`config.mk`:
```
export PLATFORM = sky130hd
export DESIGN_NAME = quadrature_decoder_wrap_counter_flat
export DESIGN_NICKNAME = d
export VERILOG_FILES = /design/src/hdl/qdwc_pkg.sv /design/src/hdl/qdwc_if.sv /design/src/hdl/qdwc_alu.sv /design/src/hdl/quadrature_decoder_wrap_counter.sv /design/src/flat_wrapper.sv
export SDC_FILE = /design/constraint.sdc
export NUM_CORES = 2
export LEC_CHECK = 0
export BUFFER_PORTS_ARGS = -buffer_cell sky130_fd_sc_hd__buf_2
export CORE_MARGIN = 2
export CORE_UTILIZATION = 55
export CTS_BUF_LIST = sky130_fd_sc_hd__clkbuf_4
export DETAILED_ROUTE_END_ITERATION = 12
export HOLD_SLACK_MARGIN = 0.06
export PLACE_DENSITY = 0.73
export RECOVER_POWER = 50
export SKIP_LAST_GASP = 1
export SYNTH_ARGS = -nofsm -noshare
export SYNTH_HDL_FRONTEND = slang
export SYNTH_SLANG_ARGS = --single-unit
```
`constraint.sdc`:
```
create_clock -name clk -period 8.2 [get_ports clk]
set_input_delay 0.41 -clock clk [delete_from_list [all_inputs] [get_ports clk]]
set_output_delay 0.41 -clock clk [all_outputs]
set_load 0.01 [all_outputs]
```
`src/hdl/qdwc_pkg.sv`:
```
// Shared types and constants for the quadrature decoder with wrapping counter.
package qdwc_pkg;

	// Fixed field widths
	localparam int LOAD_W          = 16;
	localparam int POS_W           = 16;
	localparam int LIMIT_W         = 14;
	localparam int SCALE_W         = 32;
	localparam int SCALE_FRAC_BITS = 24;
	localparam int ANGLE_W         = 10 + SCALE_FRAC_BITS;
	localparam int APB_ADDR_W      = 4;
	localparam int APB_DATA_W      = 32;

	// Shared adder is as wide as the angle; that also covers a 32-bit count plus headroom
	localparam int ALU_W     = ANGLE_W;
	localparam int DIV_CNT_W = $clog2(LOAD_W);

	// Register reset values
	localparam logic [LIMIT_W-1:0] DEFAULT_LIMIT = LIMIT_W'(2048);
	localparam logic [SCALE_W-1:0] DEFAULT_SCALE = SCALE_W'(25736);

	// Request opcodes
	localparam logic OP_SAMPLE = 1'b0;
	localparam logic OP_LOAD   = 1'b1;

	// Register indexes (word address)
	typedef enum logic [1:0] {
		REG_LIMIT  = 2'd0,
		REG_SCALE  = 2'd1,
		REG_ENABLE = 2'd2
	} reg_idx_t;

	// Sequencer states
	typedef enum logic [3:0] {
		ST_IDLE,
		ST_STEP,
		ST_CMP_HI,
		ST_CMP_LO,
		ST_WRAP_SUB,
		ST_WRAP_ADD,
		ST_ABS,
		ST_DIV,
		ST_SIGN,
		ST_MAG,
		ST_MUL,
		ST_SAT,
		ST_ANG
	} state_t;

	// Shared adder request and response
	typedef struct packed {
		logic [ALU_W-1:0] a;
		logic [ALU_W-1:0] b;
		logic             sub;
	} alu_req_t;

	typedef struct packed {
		logic [ALU_W-1:0] sum;
		logic             neg;
		logic             zero;
	} alu_rsp_t;

endpackage

```
`src/hdl/qdwc_if.sv`:
```
// Request and result channel interfaces of the quadrature decoder.
interface qdwc_in_if;
	import qdwc_pkg::*;

	logic                     valid;
	logic                     ready;
	logic                     opcode;
	logic                     pin_a;
	logic                     pin_b;
	logic signed [LOAD_W-1:0] load_value;

	modport source (output valid, opcode, pin_a, pin_b, load_value, input ready);
	modport sink   (input valid, opcode, pin_a, pin_b, load_value, output ready);
endinterface

interface qdwc_out_if;
	import qdwc_pkg::*;

	logic                      valid;
	logic                      ready;
	logic signed [POS_W-1:0]   position_count;
	logic                      turning_clockwise;
	logic signed [ANGLE_W-1:0] angle;
	logic                      missed_edge;

	modport source (output valid, position_count, turning_clockwise, angle, missed_edge,
		input ready);
	modport sink   (input valid, position_count, turning_clockwise, angle, missed_edge,
		output ready);
endinterface

```
`src/hdl/qdwc_alu.sv`:
```
// Shared add/subtract unit with sign and zero flags.
module qdwc_alu (
	input  qdwc_pkg::alu_req_t req,
	output qdwc_pkg::alu_rsp_t rsp
);
	import qdwc_pkg::*;

	logic [ALU_W-1:0] b_op;
	logic [ALU_W-1:0] sum;

	// a + b, or a - b as a + ~b + 1
	always_comb begin
		b_op     = req.sub ? ~req.b : req.b;
		sum      = req.a + b_op + ALU_W'(req.sub);
		rsp.sum  = sum;
		rsp.neg  = sum[ALU_W-1];
		rsp.zero = (sum == '0);
	end

endmodule

```
`src/hdl/quadrature_decoder_wrap_counter.sv`:
```
// Quadrature decoder (x4) with wrapping position counter and angle output.
// One request is taken at a time; ready is high only while the sequencer is idle, and a
// finished result waits in the output register without holding off the next request.
// All arithmetic (count step, wrap compares, load remainder, negations) runs through
// one shared adder, one sequencer state per use. A pin sample without a counted edge
// runs magnitude, multiply, saturate and angle; a counted edge first adds step, compare
// against +limit, compare against -limit and a wrap when needed; a load first adds
// magnitude, 16 restoring-division steps for the remainder, and sign fix-up.
// The angle is |count| * angle_scale from one registered multiply, saturated to the
// signed 34-bit range. Configuration sits on an APB port at byte addresses 0, 4, 8.
module quadrature_decoder_wrap_counter #(
	parameter int COUNT_WIDTH = 16
) (
	input  logic                                clk,
	input  logic                                arst_n,
	qdwc_in_if.sink                             item,
	qdwc_out_if.source                          res,
	input  logic                                psel,
	input  logic                                penable,
	input  logic                                pwrite,
	input  logic [qdwc_pkg::APB_ADDR_W-1:0]     paddr,
	input  logic [qdwc_pkg::APB_DATA_W-1:0]     pwdata,
	output logic [qdwc_pkg::APB_DATA_W-1:0]     prdata,
	output logic                                pready
);
	import qdwc_pkg::*;

	localparam int PROD_W = COUNT_WIDTH + SCALE_W;
	localparam logic [PROD_W-1:0] POS_MAX = PROD_W'((64'd1 << (ANGLE_W - 1)) - 64'd1);
	localparam logic [PROD_W-1:0] NEG_MAX = PROD_W'(64'd1 << (ANGLE_W - 1));

	// Configuration registers
	logic [LIMIT_W-1:0] limit_q;
	logic [SCALE_W-1:0] scale_q;
	logic               enable_q;

	// Decoder state
	state_t                        state_q, state_d;
	logic signed [COUNT_WIDTH-1:0] count_q;
	logic                          dir_q;
	logic                          prev_a_q;
	logic                          prev_b_q;
	logic                          miss_q;

	// Working registers
	logic [ALU_W-1:0]       work_q;
	logic signed [LOAD_W-1:0] load_q;
	logic [LOAD_W-1:0]      dvd_q;
	logic [LOAD_W-1:0]      rem_q;
	logic [DIV_CNT_W-1:0]   div_cnt_q;
	logic [COUNT_WIDTH-1:0] mag_q;
	logic [PROD_W-1:0]      prod_q;
	logic [ANGLE_W-1:0]     sat_q;

	// Output register
	logic                      out_valid_q;
	logic signed [POS_W-1:0]   out_pos_q;
	logic                      out_dir_q;
	logic signed [ANGLE_W-1:0] out_angle_q;
	logic                      out_miss_q;

	alu_req_t alu_req;
	alu_rsp_t alu_rsp;

	logic               accept;
	logic               edge_a;
	logic               edge_b;
	logic               step_go;
	logic               step_cw;
	logic               div_last;
	logic               out_space;
	logic               out_load;
	logic               load_neg;
	logic               cnt_neg;
	logic [LIMIT_W-1:0] eff_limit;
	logic [LIMIT_W:0]   span;
	logic [LOAD_W:0]    trial;
	logic               cfg_wr;

	qdwc_alu u_alu (
		.req (alu_req),
		.rsp (alu_rsp)
	);

	// Request decode
	assign accept    = item.valid & item.ready;
	assign edge_a    = item.pin_a ^ prev_a_q;
	assign edge_b    = item.pin_b ^ prev_b_q;
	assign step_go   = enable_q & (edge_a ^ edge_b);
	assign step_cw   = edge_a ? (item.pin_a == item.pin_b) : (item.pin_a != item.pin_b);
	assign div_last  = (div_cnt_q == DIV_CNT_W'(LOAD_W - 1));
	assign out_space = ~out_valid_q | res.ready;
	assign out_load  = (state_q == ST_ANG) & out_space;
	assign load_neg  = load_q[LOAD_W-1];
	assign cnt_neg   = count_q[COUNT_WIDTH-1];
	assign eff_limit = (limit_q == '0) ? LIMIT_W'(1) : limit_q;
	assign span      = {eff_limit, 1'b0};
	assign trial     = {rem_q, dvd_q[LOAD_W-1]};

	// Next state
	always_comb begin
		state_d = state_q;
		unique case (state_q)
			ST_IDLE: begin
				if (accept) begin
					if (item.opcode == OP_LOAD)
						state_d = ST_ABS;
					else if (step_go)
						state_d = ST_STEP;
					else
						state_d = ST_MAG;
				end
			end
			ST_STEP:     state_d = ST_CMP_HI;
			ST_CMP_HI:   state_d = alu_rsp.neg ? ST_CMP_LO : ST_WRAP_SUB;
			ST_CMP_LO:   state_d = (alu_rsp.neg | alu_rsp.zero) ? ST_WRAP_ADD : ST_MAG;
			ST_WRAP_SUB: state_d = ST_MAG;
			ST_WRAP_ADD: state_d = ST_MAG;
			ST_ABS:      state_d = ST_DIV;
			ST_DIV:      state_d = div_last ? ST_SIGN : ST_DIV;
			ST_SIGN:     state_d = ST_MAG;
			ST_MAG:      state_d = ST_MUL;
			ST_MUL:      state_d = ST_SAT;
			ST_SAT:      state_d = ST_ANG;
			ST_ANG:      state_d = out_space ? ST_IDLE : ST_ANG;
			default:     state_d = ST_IDLE;
		endcase
	end

	// Sequencer outputs: handshake and shared adder operands
	always_comb begin
		item.ready  = (state_q == ST_IDLE);
		alu_req.a   = '0;
		alu_req.b   = '0;
		alu_req.sub = 1'b0;
		unique case (state_q)
			ST_STEP: begin
				alu_req.a   = ALU_W'(count_q);
				alu_req.b   = ALU_W'(1);
				alu_req.sub = ~dir_q;
			end
			ST_CMP_HI: begin
				alu_req.a   = work_q;
				alu_req.b   = ALU_W'(eff_limit);
				alu_req.sub = 1'b1;
			end
			ST_CMP_LO: begin
				alu_req.a   = work_q;
				alu_req.b   = ALU_W'(eff_limit);
				alu_req.sub = 1'b0;
			end
			ST_WRAP_SUB: begin
				alu_req.a   = work_q;
				alu_req.b   = ALU_W'(span);
				alu_req.sub = 1'b1;
			end
			ST_WRAP_ADD: begin
				alu_req.a   = work_q;
				alu_req.b   = ALU_W'(span);
				alu_req.sub = 1'b0;
			end
			ST_ABS: begin
				alu_req.b   = ALU_W'(load_q);
				alu_req.sub = load_neg;
			end
			ST_DIV: begin
				alu_req.a   = ALU_W'(trial);
				alu_req.b   = ALU_W'(span);
				alu_req.sub = 1'b1;
			end
			ST_SIGN: begin
				alu_req.b   = ALU_W'(rem_q);
				alu_req.sub = load_neg;
			end
			ST_MAG: begin
				alu_req.b   = ALU_W'(count_q);
				alu_req.sub = cnt_neg;
			end
			ST_ANG: begin
				alu_req.b   = ALU_W'(sat_q);
				alu_req.sub = cnt_neg;
			end
			default: begin
				alu_req.a   = '0;
			end
		endcase
	end

	// Sequencer and decoder state
	always_ff @(posedge clk or negedge arst_n) begin
		if (!arst_n) begin
			state_q   <= ST_IDLE;
			count_q   <= '0;
			dir_q     <= 1'b1;
			prev_a_q  <= 1'b1;
			prev_b_q  <= 1'b1;
			miss_q    <= 1'b0;
			div_cnt_q <= '0;
		end else begin
			state_q <= state_d;
			if (accept) begin
				miss_q <= 1'b0;
				if (item.opcode == OP_SAMPLE) begin
					prev_a_q <= item.pin_a;
					prev_b_q <= item.pin_b;
					miss_q   <= enable_q & edge_a & edge_b;
					if (step_go)
						dir_q <= step_cw;
				end
			end
			// Count commits once the wrap decision is known
			unique case (state_q) inside
				ST_CMP_LO: begin
					if (!(alu_rsp.neg | alu_rsp.zero))
						count_q <= work_q[COUNT_WIDTH-1:0];
				end
				ST_WRAP_SUB, ST_WRAP_ADD, ST_SIGN: count_q <= alu_rsp.sum[COUNT_WIDTH-1:0];
				default: count_q <= count_q;
			endcase
			// Division step counter
			if (state_q == ST_DIV)
				div_cnt_q <= div_last ? '0 : div_cnt_q + DIV_CNT_W'(1);
		end
	end

	// Datapath working registers
	always_ff @(posedge clk) begin
		if (accept)
			load_q <= item.load_value;
		if (state_q == ST_STEP)
			work_q <= alu_rsp.sum;
		// Restoring division of |load| by 2*limit, one quotient bit per cycle
		if (state_q == ST_ABS) begin
			dvd_q <= alu_rsp.sum[LOAD_W-1:0];
			rem_q <= '0;
		end else if (state_q == ST_DIV) begin
			dvd_q <= {dvd_q[LOAD_W-2:0], 1'b0};
			rem_q <= alu_rsp.neg ? trial[LOAD_W-1:0] : alu_rsp.sum[LOAD_W-1:0];
		end
		if (state_q == ST_MAG)
			mag_q <= alu_rsp.sum[COUNT_WIDTH-1:0];
		if (state_q == ST_MUL)
			prod_q <= PROD_W'(mag_q) * PROD_W'(scale_q);
		// Clamp magnitude; negative side may reach one more than positive
		if (state_q == ST_SAT) begin
			if (cnt_neg)
				sat_q <= (prod_q > NEG_MAX) ? NEG_MAX[ANGLE_W-1:0] : prod_q[ANGLE_W-1:0];
			else
				sat_q <= (prod_q > POS_MAX) ? POS_MAX[ANGLE_W-1:0] : prod_q[ANGLE_W-1:0];
		end
	end

	// Output register valid
	always_ff @(posedge clk or negedge arst_n) begin
		if (!arst_n)
			out_valid_q <= 1'b0;
		else if (out_load)
			out_valid_q <= 1'b1;
		else if (res.ready)
			out_valid_q <= 1'b0;
	end

	// Output register payload
	always_ff @(posedge clk) begin
		if (out_load) begin
			out_pos_q   <= POS_W'(count_q);
			out_dir_q   <= dir_q;
			out_angle_q <= alu_rsp.sum[ANGLE_W-1:0];
			out_miss_q  <= miss_q;
		end
	end

	assign res.valid             = out_valid_q;
	assign res.position_count    = out_pos_q;
	assign res.turning_clockwise = out_dir_q;
	assign res.angle             = out_angle_q;
	assign res.missed_edge       = out_miss_q;

	// APB register writes
	assign cfg_wr = psel & penable & pwrite & pready;
	assign pready = 1'b1;

	always_ff @(posedge clk or negedge arst_n) begin
		if (!arst_n) begin
			limit_q  <= DEFAULT_LIMIT;
			scale_q  <= DEFAULT_SCALE;
			enable_q <= 1'b0;
		end else if (cfg_wr) begin
			unique case (reg_idx_t'(paddr[3:2]))
				REG_LIMIT:  limit_q  <= pwdata[LIMIT_W-1:0];
				REG_SCALE:  scale_q  <= pwdata[SCALE_W-1:0];
				REG_ENABLE: enable_q <= pwdata[0];
				default:    enable_q <= enable_q;
			endcase
		end
	end

	// APB register reads
	always_comb begin
		unique case (reg_idx_t'(paddr[3:2]))
			REG_LIMIT:  prdata = APB_DATA_W'(limit_q);
			REG_SCALE:  prdata = APB_DATA_W'(scale_q);
			REG_ENABLE: prdata = APB_DATA_W'(enable_q);
			default:    prdata = '0;
		endcase
	end

	// The division step counter only runs inside the division loop
	assert property (@(posedge clk) disable iff (!arst_n)
		(state_q != ST_DIV) |-> (div_cnt_q == '0))
		else $error("division counter active outside division");

	// A counted step never carries a missed-edge flag
	assert property (@(posedge clk) disable iff (!arst_n)
		(state_q == ST_STEP) |-> !miss_q)
		else $error("count step with missed edge");

	// Saturated angle magnitude never exceeds the negative limit
	assert property (@(posedge clk) disable iff (!arst_n)
		(state_q == ST_ANG) |-> (PROD_W'(sat_q) <= NEG_MAX))
		else $error("angle magnitude out of range");

endmodule

```
`src/flat_wrapper.sv`:
```
// flat-port wrapper written by rule: the top's interface ports become plain ports
module quadrature_decoder_wrap_counter_flat import qdwc_pkg::*;
#(
	parameter int COUNT_WIDTH = 16
)
  (clk, arst_n, psel, penable, pwrite, paddr, pwdata, prdata, pready, item_valid, item_opcode, item_pin_a, item_pin_b, item_load_value, item_ready, res_valid, res_position_count, res_turning_clockwise, res_angle, res_missed_edge, res_ready);
  qdwc_in_if item_i ();
  qdwc_out_if res_i ();
  input  logic clk;
  input  logic arst_n;
  input  logic psel;
  input  logic penable;
  input  logic pwrite;
  input  logic [qdwc_pkg::APB_ADDR_W-1:0] paddr;
  input  logic [qdwc_pkg::APB_DATA_W-1:0] pwdata;
  output logic [qdwc_pkg::APB_DATA_W-1:0] prdata;
  output logic pready;
  input wire logic [$bits(item_i.valid)-1:0] item_valid;
  input wire logic [$bits(item_i.opcode)-1:0] item_opcode;
  input wire logic [$bits(item_i.pin_a)-1:0] item_pin_a;
  input wire logic [$bits(item_i.pin_b)-1:0] item_pin_b;
  input wire logic [$bits(item_i.load_value)-1:0] item_load_value;
  output wire logic [$bits(item_i.ready)-1:0] item_ready;
  output wire logic [$bits(res_i.valid)-1:0] res_valid;
  output wire logic [$bits(res_i.position_count)-1:0] res_position_count;
  output wire logic [$bits(res_i.turning_clockwise)-1:0] res_turning_clockwise;
  output wire logic [$bits(res_i.angle)-1:0] res_angle;
  output wire logic [$bits(res_i.missed_edge)-1:0] res_missed_edge;
  input wire logic [$bits(res_i.ready)-1:0] res_ready;
  assign item_i.valid = item_valid;
  assign item_i.opcode = item_opcode;
  assign item_i.pin_a = item_pin_a;
  assign item_i.pin_b = item_pin_b;
  assign item_i.load_value = item_load_value;
  assign item_ready = item_i.ready;
  assign res_valid = res_i.valid;
  assign res_position_count = res_i.position_count;
  assign res_turning_clockwise = res_i.turning_clockwise;
  assign res_angle = res_i.angle;
  assign res_missed_edge = res_i.missed_edge;
  assign res_i.ready = res_ready;
  quadrature_decoder_wrap_counter #(.COUNT_WIDTH(COUNT_WIDTH)) u_core (.clk(clk), .arst_n(arst_n), .item(item_i), .res(res_i), .psel(psel), .penable(penable), .pwrite(pwrite), .paddr(paddr), .pwdata(pwdata), .prdata(prdata), .pready(pready));
endmodule
```
# == Yosys cells after proc, flatten, opt, wreduce, memory -nomap -nowiden ==
# Cells that the tools add are included.
# classes
addsub,3
multipliers,1
order_cmp,2
eq_ne,19
muxes,26
bitwise_logic,16
n_reduce_logical,16
# op_table
op,count
$pmux W35 S9,1
$mux W34,4
$pmux W34 S3,1
$pmux W32 S3,1
$mux W16,4
$gt A48 B33 Y1 const B,1
$gt A48 B34 Y1 const B,1
$mul A16 B32 Y48,1
$pmux W4 S11,1
$add A34 B1 Y34,1
$add A34 B34 Y34,1
$logic_not A34 Y1,1
$not A34 Y34,1
$pmux W16 S2,1
$mux W4,7
$eq A4 B4 Y1 const B,6
$eq A4 B3 Y1 const B,4
$logic_not A14 Y1,1
$mux W14,1
$reduce_and A2 Y1,5
$eq A4 B2 Y1 const B,2
$and A1 B1 Y1,7
$reduce_bool A2 Y1,3
$add A4 B1 Y4 const B,1
other kinds (17),26
# totals
reg_bits,308
input_bits,62
out_inout_bits,87
elab_cells,105

# == Longest topological paths before layout ==
# logic_depth
depth_word,11
ltp_mapped,28
mapped_depth_nobuf,27

# == Modules after synthesis ==
# A second synthesis with hierarchy kept.
# hier_totals
hier_cells,3069
area_unflattened_um2,30935.9
# by_module_without_submodules
module,instances,cells_per_inst,area_each_um2,seq_area_each_um2
quadrature_decoder_wrap_counter,1,2752,28591.2,8719.6
qdwc_alu,1,317,2344.7,0.0

# == Least setup slack after synthesis ==
# OpenSTA, ideal clock, no wires.
# synth_path
path_kind,register -> register
start,register u_core.scale_q[10]
end,register u_core.prod_q[46] (data pin)
setup_time_ns,0.258
arrival_time_ns,6.850
required_ns,7.942
setup_slack_ns,1.093
path_stages_with_launch,27
n_path_buf,2
period_less_slack_ns,7.107
path_cell_list,dfstp_2 clkbuf_1 clkbuf_1 nand2_1 fa_1 inv_1 fa_1 inv_1 fa_1 fa_1 inv_1 fa_1 inv_1 fa_1 inv_1 ha_1 a21oi_1 o211ai_1 a31o_2 a311oi_1 o41ai_1 o211a_1 a221o_1 a21oi_1 o21ai_0 a21oi_1 xnor2_1
# synth_between
elab_chain_cells,1
# synth_rtl
item,line,text
start: declaration,quadrature_decoder_wrap_counter.sv:34,logic [SCALE_W-1:0] scale_q;
start signal: assignment,quadrature_decoder_wrap_counter.sv:291,REG_SCALE: scale_q <= pwdata[SCALE_W-1:0];
$mul A16 B32 Y48,quadrature_decoder_wrap_counter.sv:243,prod_q <= PROD_W'(mag_q) * PROD_W'(scale_q);
end signal: assignment,quadrature_decoder_wrap_counter.sv:243,
end: declaration,quadrature_decoder_wrap_counter.sv:52,logic [PROD_W-1:0] prod_q;
# Every way passes these cells.
# A chain may end at the register's enable or synchronous reset.

# == Final worst setup path ==
# Same ends and word-level chain as after synthesis.

==> impl_metrics.toml <==
[clock_tree]
insertion_delay_ns = 0.83
cts_tree = "yes"
post_cts_buffers = 0
cts_max_level = 3
cts.root.buffer_cell = "clkbuf_4"
path_clk_slew_ns = 0.06
cts_inserted_buffers = 86
cts_num_sinks = 308
ctsLongestPathBuffers = 3

[critical_path]
cp-startpoint = "u_core.scale_q[10]"
endpoint_kind = "flop"
cp-start-kind = "flop"
crit_required_ns = 8.76
arrival_ns = 8.26
path_max_fanout = 13
critPathKind = "flop to flop"
regToRegStartpoint = "u_core.scale_q[10]"

[die]
die_area_sq_mm = 0.0578
num_rows = 86
io_pins = 149
die_y_um = 240
coreArea_sq_mm = 0.0552
die-width_um = 240
start_util_pct = 55.7

[yosys]
synth_area_sq_mm = 0.0307
synthTopCellsByArea = "fa_1, edfxtp_1, nand2_1"
async_flop_share_pct = 24.7
post-synth-top-count-cell = "nand2_1"
ys_ff_latch = 308
synth_nets = 3698
yosysTopAreaCell = "fa_1"
synth_area_per_cell_sq_um = 10.0
ys_warn_count = 0
ys_top_cells_by_count = "nand2_1, inv_1, fa_1, edfxtp_1, and2_1"
yosys_most_used_dff = "edfxtp_1"
synth_edf_count = 216
syn_inst = 3064
synth-seq-area-share_pct = 28.4
ys_types = 95
synth_top_area_share_pct = 27.3

[global_route]
grt_antenna_before_repair = 6
grt_max_degree = 68
overflow = 0
grtUsageTotal_pct = 31.4
grt_pass1_vias = 25100
grt_pass1_wl_um = 138000

[outcome]
violations = "max-capacitance violations, max-slew violations"
status = "complete, but fails checks"

[timing]
tns_ns = 0
rsz0062_at_grt = "false"
min_period_ns = 7.70
setup_violations = 0
finalMaxSlewViolations = 170
layout_setup_ws_ns = 0.503
hold_violations = 0
worst_slew_pin_slew_ns = 4.40
fmax_mhz = 130
clock_skew_ns = 0.0593
slew_headroom_pct = -193
fin_crit_sh_pct = 93.9

[finish]
drive_above_1_share_pct = 12.0
nets = 3887
fillCellCount = 4520
multi_input_area_sq_mm = 0.0197
area_delta_synth_final_pct = 10.4
regArea_sq_mm = 0.00872
final_core_util_pct = 61.5

[worst_hold_path]
min_path_type = "primary input to flop"
worstHoldStart = "paddr[3]"

[placement]
portBuffers = 145
hpwlAfterDp_um = 66700
dpl_worst_slack_ns = 0.378
place_congestion = 0.949

[route]
drc = 0
wl_um = 88100
drt_iter0_markers = 2177
via_per_inst = 5.86
avgRoutedWirePerCell_um = 21.6
postRouteAntennaNets = 0
vias = 23900
first_pass_iters = 10

[job]
cap_violations = 5
flip-flops by register name, summed over array words and instances, names as in the netlist, 4 cells and up:
name                       count
u_core.prod_q                 48
u_core.res.angle              34
u_core.sat_q                  34
u_core.work_q                 34
u_core.scale_q                32
u_core.count_q                16
u_core.dvd_q                  16
u_core.load_q                 16
u_core.mag_q                  16
u_core.rem_q                  16
u_core.res.position_count     16
u_core.limit_q                14
u_core.div_cnt_q               4
u_core.state_q                 4
placed cells by master, fill, tap and decap left out, drive strengths merged, types with 13 or more instances in the layout:
cell / synthesis / final
nand4: 15 / 15
buf: 18 / 149
nand2: 524 / 524
a211oi: 17 / 17
and3: 13 / 13
o21a: 13 / 13
dfrtp: 67 / 67
nor3: 18 / 18
o21ai: 71 / 71
a222oi: 39 / 39
mux2i: 26 / 26
dfxtp: 16 / 16
edfxtp: 216 / 216
nor2: 92 / 92
fa: 419 / 419
o211ai: 19 / 19
a21oi: 91 / 91
nor2b: 17 / 17
inv: 439 / 442
dlygate4sd3: 0 / 58
ha: 153 / 153
a21o: 87 / 87
nand3: 49 / 49
nor4: 17 / 17
clkbuf: 162 / 202
xnor2: 52 / 52
mux2: 54 / 54
xor2: 40 / 40
nand2b: 16 / 16
and2: 178 / 178
clkinv: 0 / 24
worst paths after layout:
path                                     endpoint  slack [ns]  depth (start not counted)
max in group asynchronous      u_core.scale_q[18]        3.13                          4
hold reg to reg            u_core.res.missed_edge        0.45                          0
setup reg to reg                u_core.prod_q[46]        0.50                         24
setup / recovery                u_core.prod_q[46]        0.50                         24
min in group asynchronous         u_core.prev_b_q        0.80                          3
hold / removal                    u_core.enable_q        0.22                          3
layer usage:
metal / vias to the layer above / part of all wire [%] / wire length (um) / track usage (%)
met4: 4 / 4.9 / 4350 / 16.6
met2: 1235 / 48 / 41900 / 51.1
met3: 266 / 8.7 / 7700 / 7.18
li1: 10400 / - / - / -
met1: 11900 / 39 / 34200 / 39.3
met5: - / 0.027 / 24 / 0
area by class of cell:
type / count / area share, %
antenna: 2 / 0.0147
clock buffer: 128 / 2.83
clock inverter: 31 / 0.641
inverter: 439 / 4.86
multi-input combinational: 2137 / 58.0
sequential: 308 / 25.7
tap: 748 / 2.76
timing repair buffer: 281 / 5.24
critical path: stages, from the launching register on:
cell and delay, ns:
dfstp_2 0.65, clkbuf_1 0.55, nand2_1 0.16, fa_1 0.54
inv_1 0.05, fa_1 0.47, inv_1 0.05, fa_1 0.48
fa_1 0.50, fa_1 0.49, inv_1 0.05, fa_1 0.45
ha_1 0.37, a211oi_1 0.29, o211ai_1 0.15, a31o_2 0.27
a311oi_1 0.28, buf_4 0.19, o41ai_2 0.17, o211a_1 0.31
a221o_1 0.37, a21oi_1 0.24, o21ai_0 0.12, a21oi_1 0.19
xnor2_1 0.08
what timing repair did:
action	4_1_cts	5_1_grt
hold buffers	58	0
endpoints found under the hold margin	142	0
gates resized for setup	0	1
setup endpoints to repair	0	1
metrics by stage:
step	hold slack (ns)	instance area [sq um]	instances
floorplan	0.114	30700	3064
global placement	0.241	32300	3855
detailed placement	0.246	32300	3855
CTS	0.138	34100	4072
global route	0.161	33900	4074
finish	0.222	33900	4074
cells by family (layout without fill, tap and decap cells):
group	count (synthesis)	after routing	share of synthesized area, %
buf+inv	619	879	7.73
compound gates	420	420	9.92
other cells	1	3	0.0122
xor+xnor	92	92	2.73
simple gates	972	972	14.9
fa+ha+maj	572	572	33.5
mux	80	80	2.87
flops	308	308	28.4
Power is not shown: default switching activity piles up to over one toggle a cycle in this logic, so the estimate is an artifact.
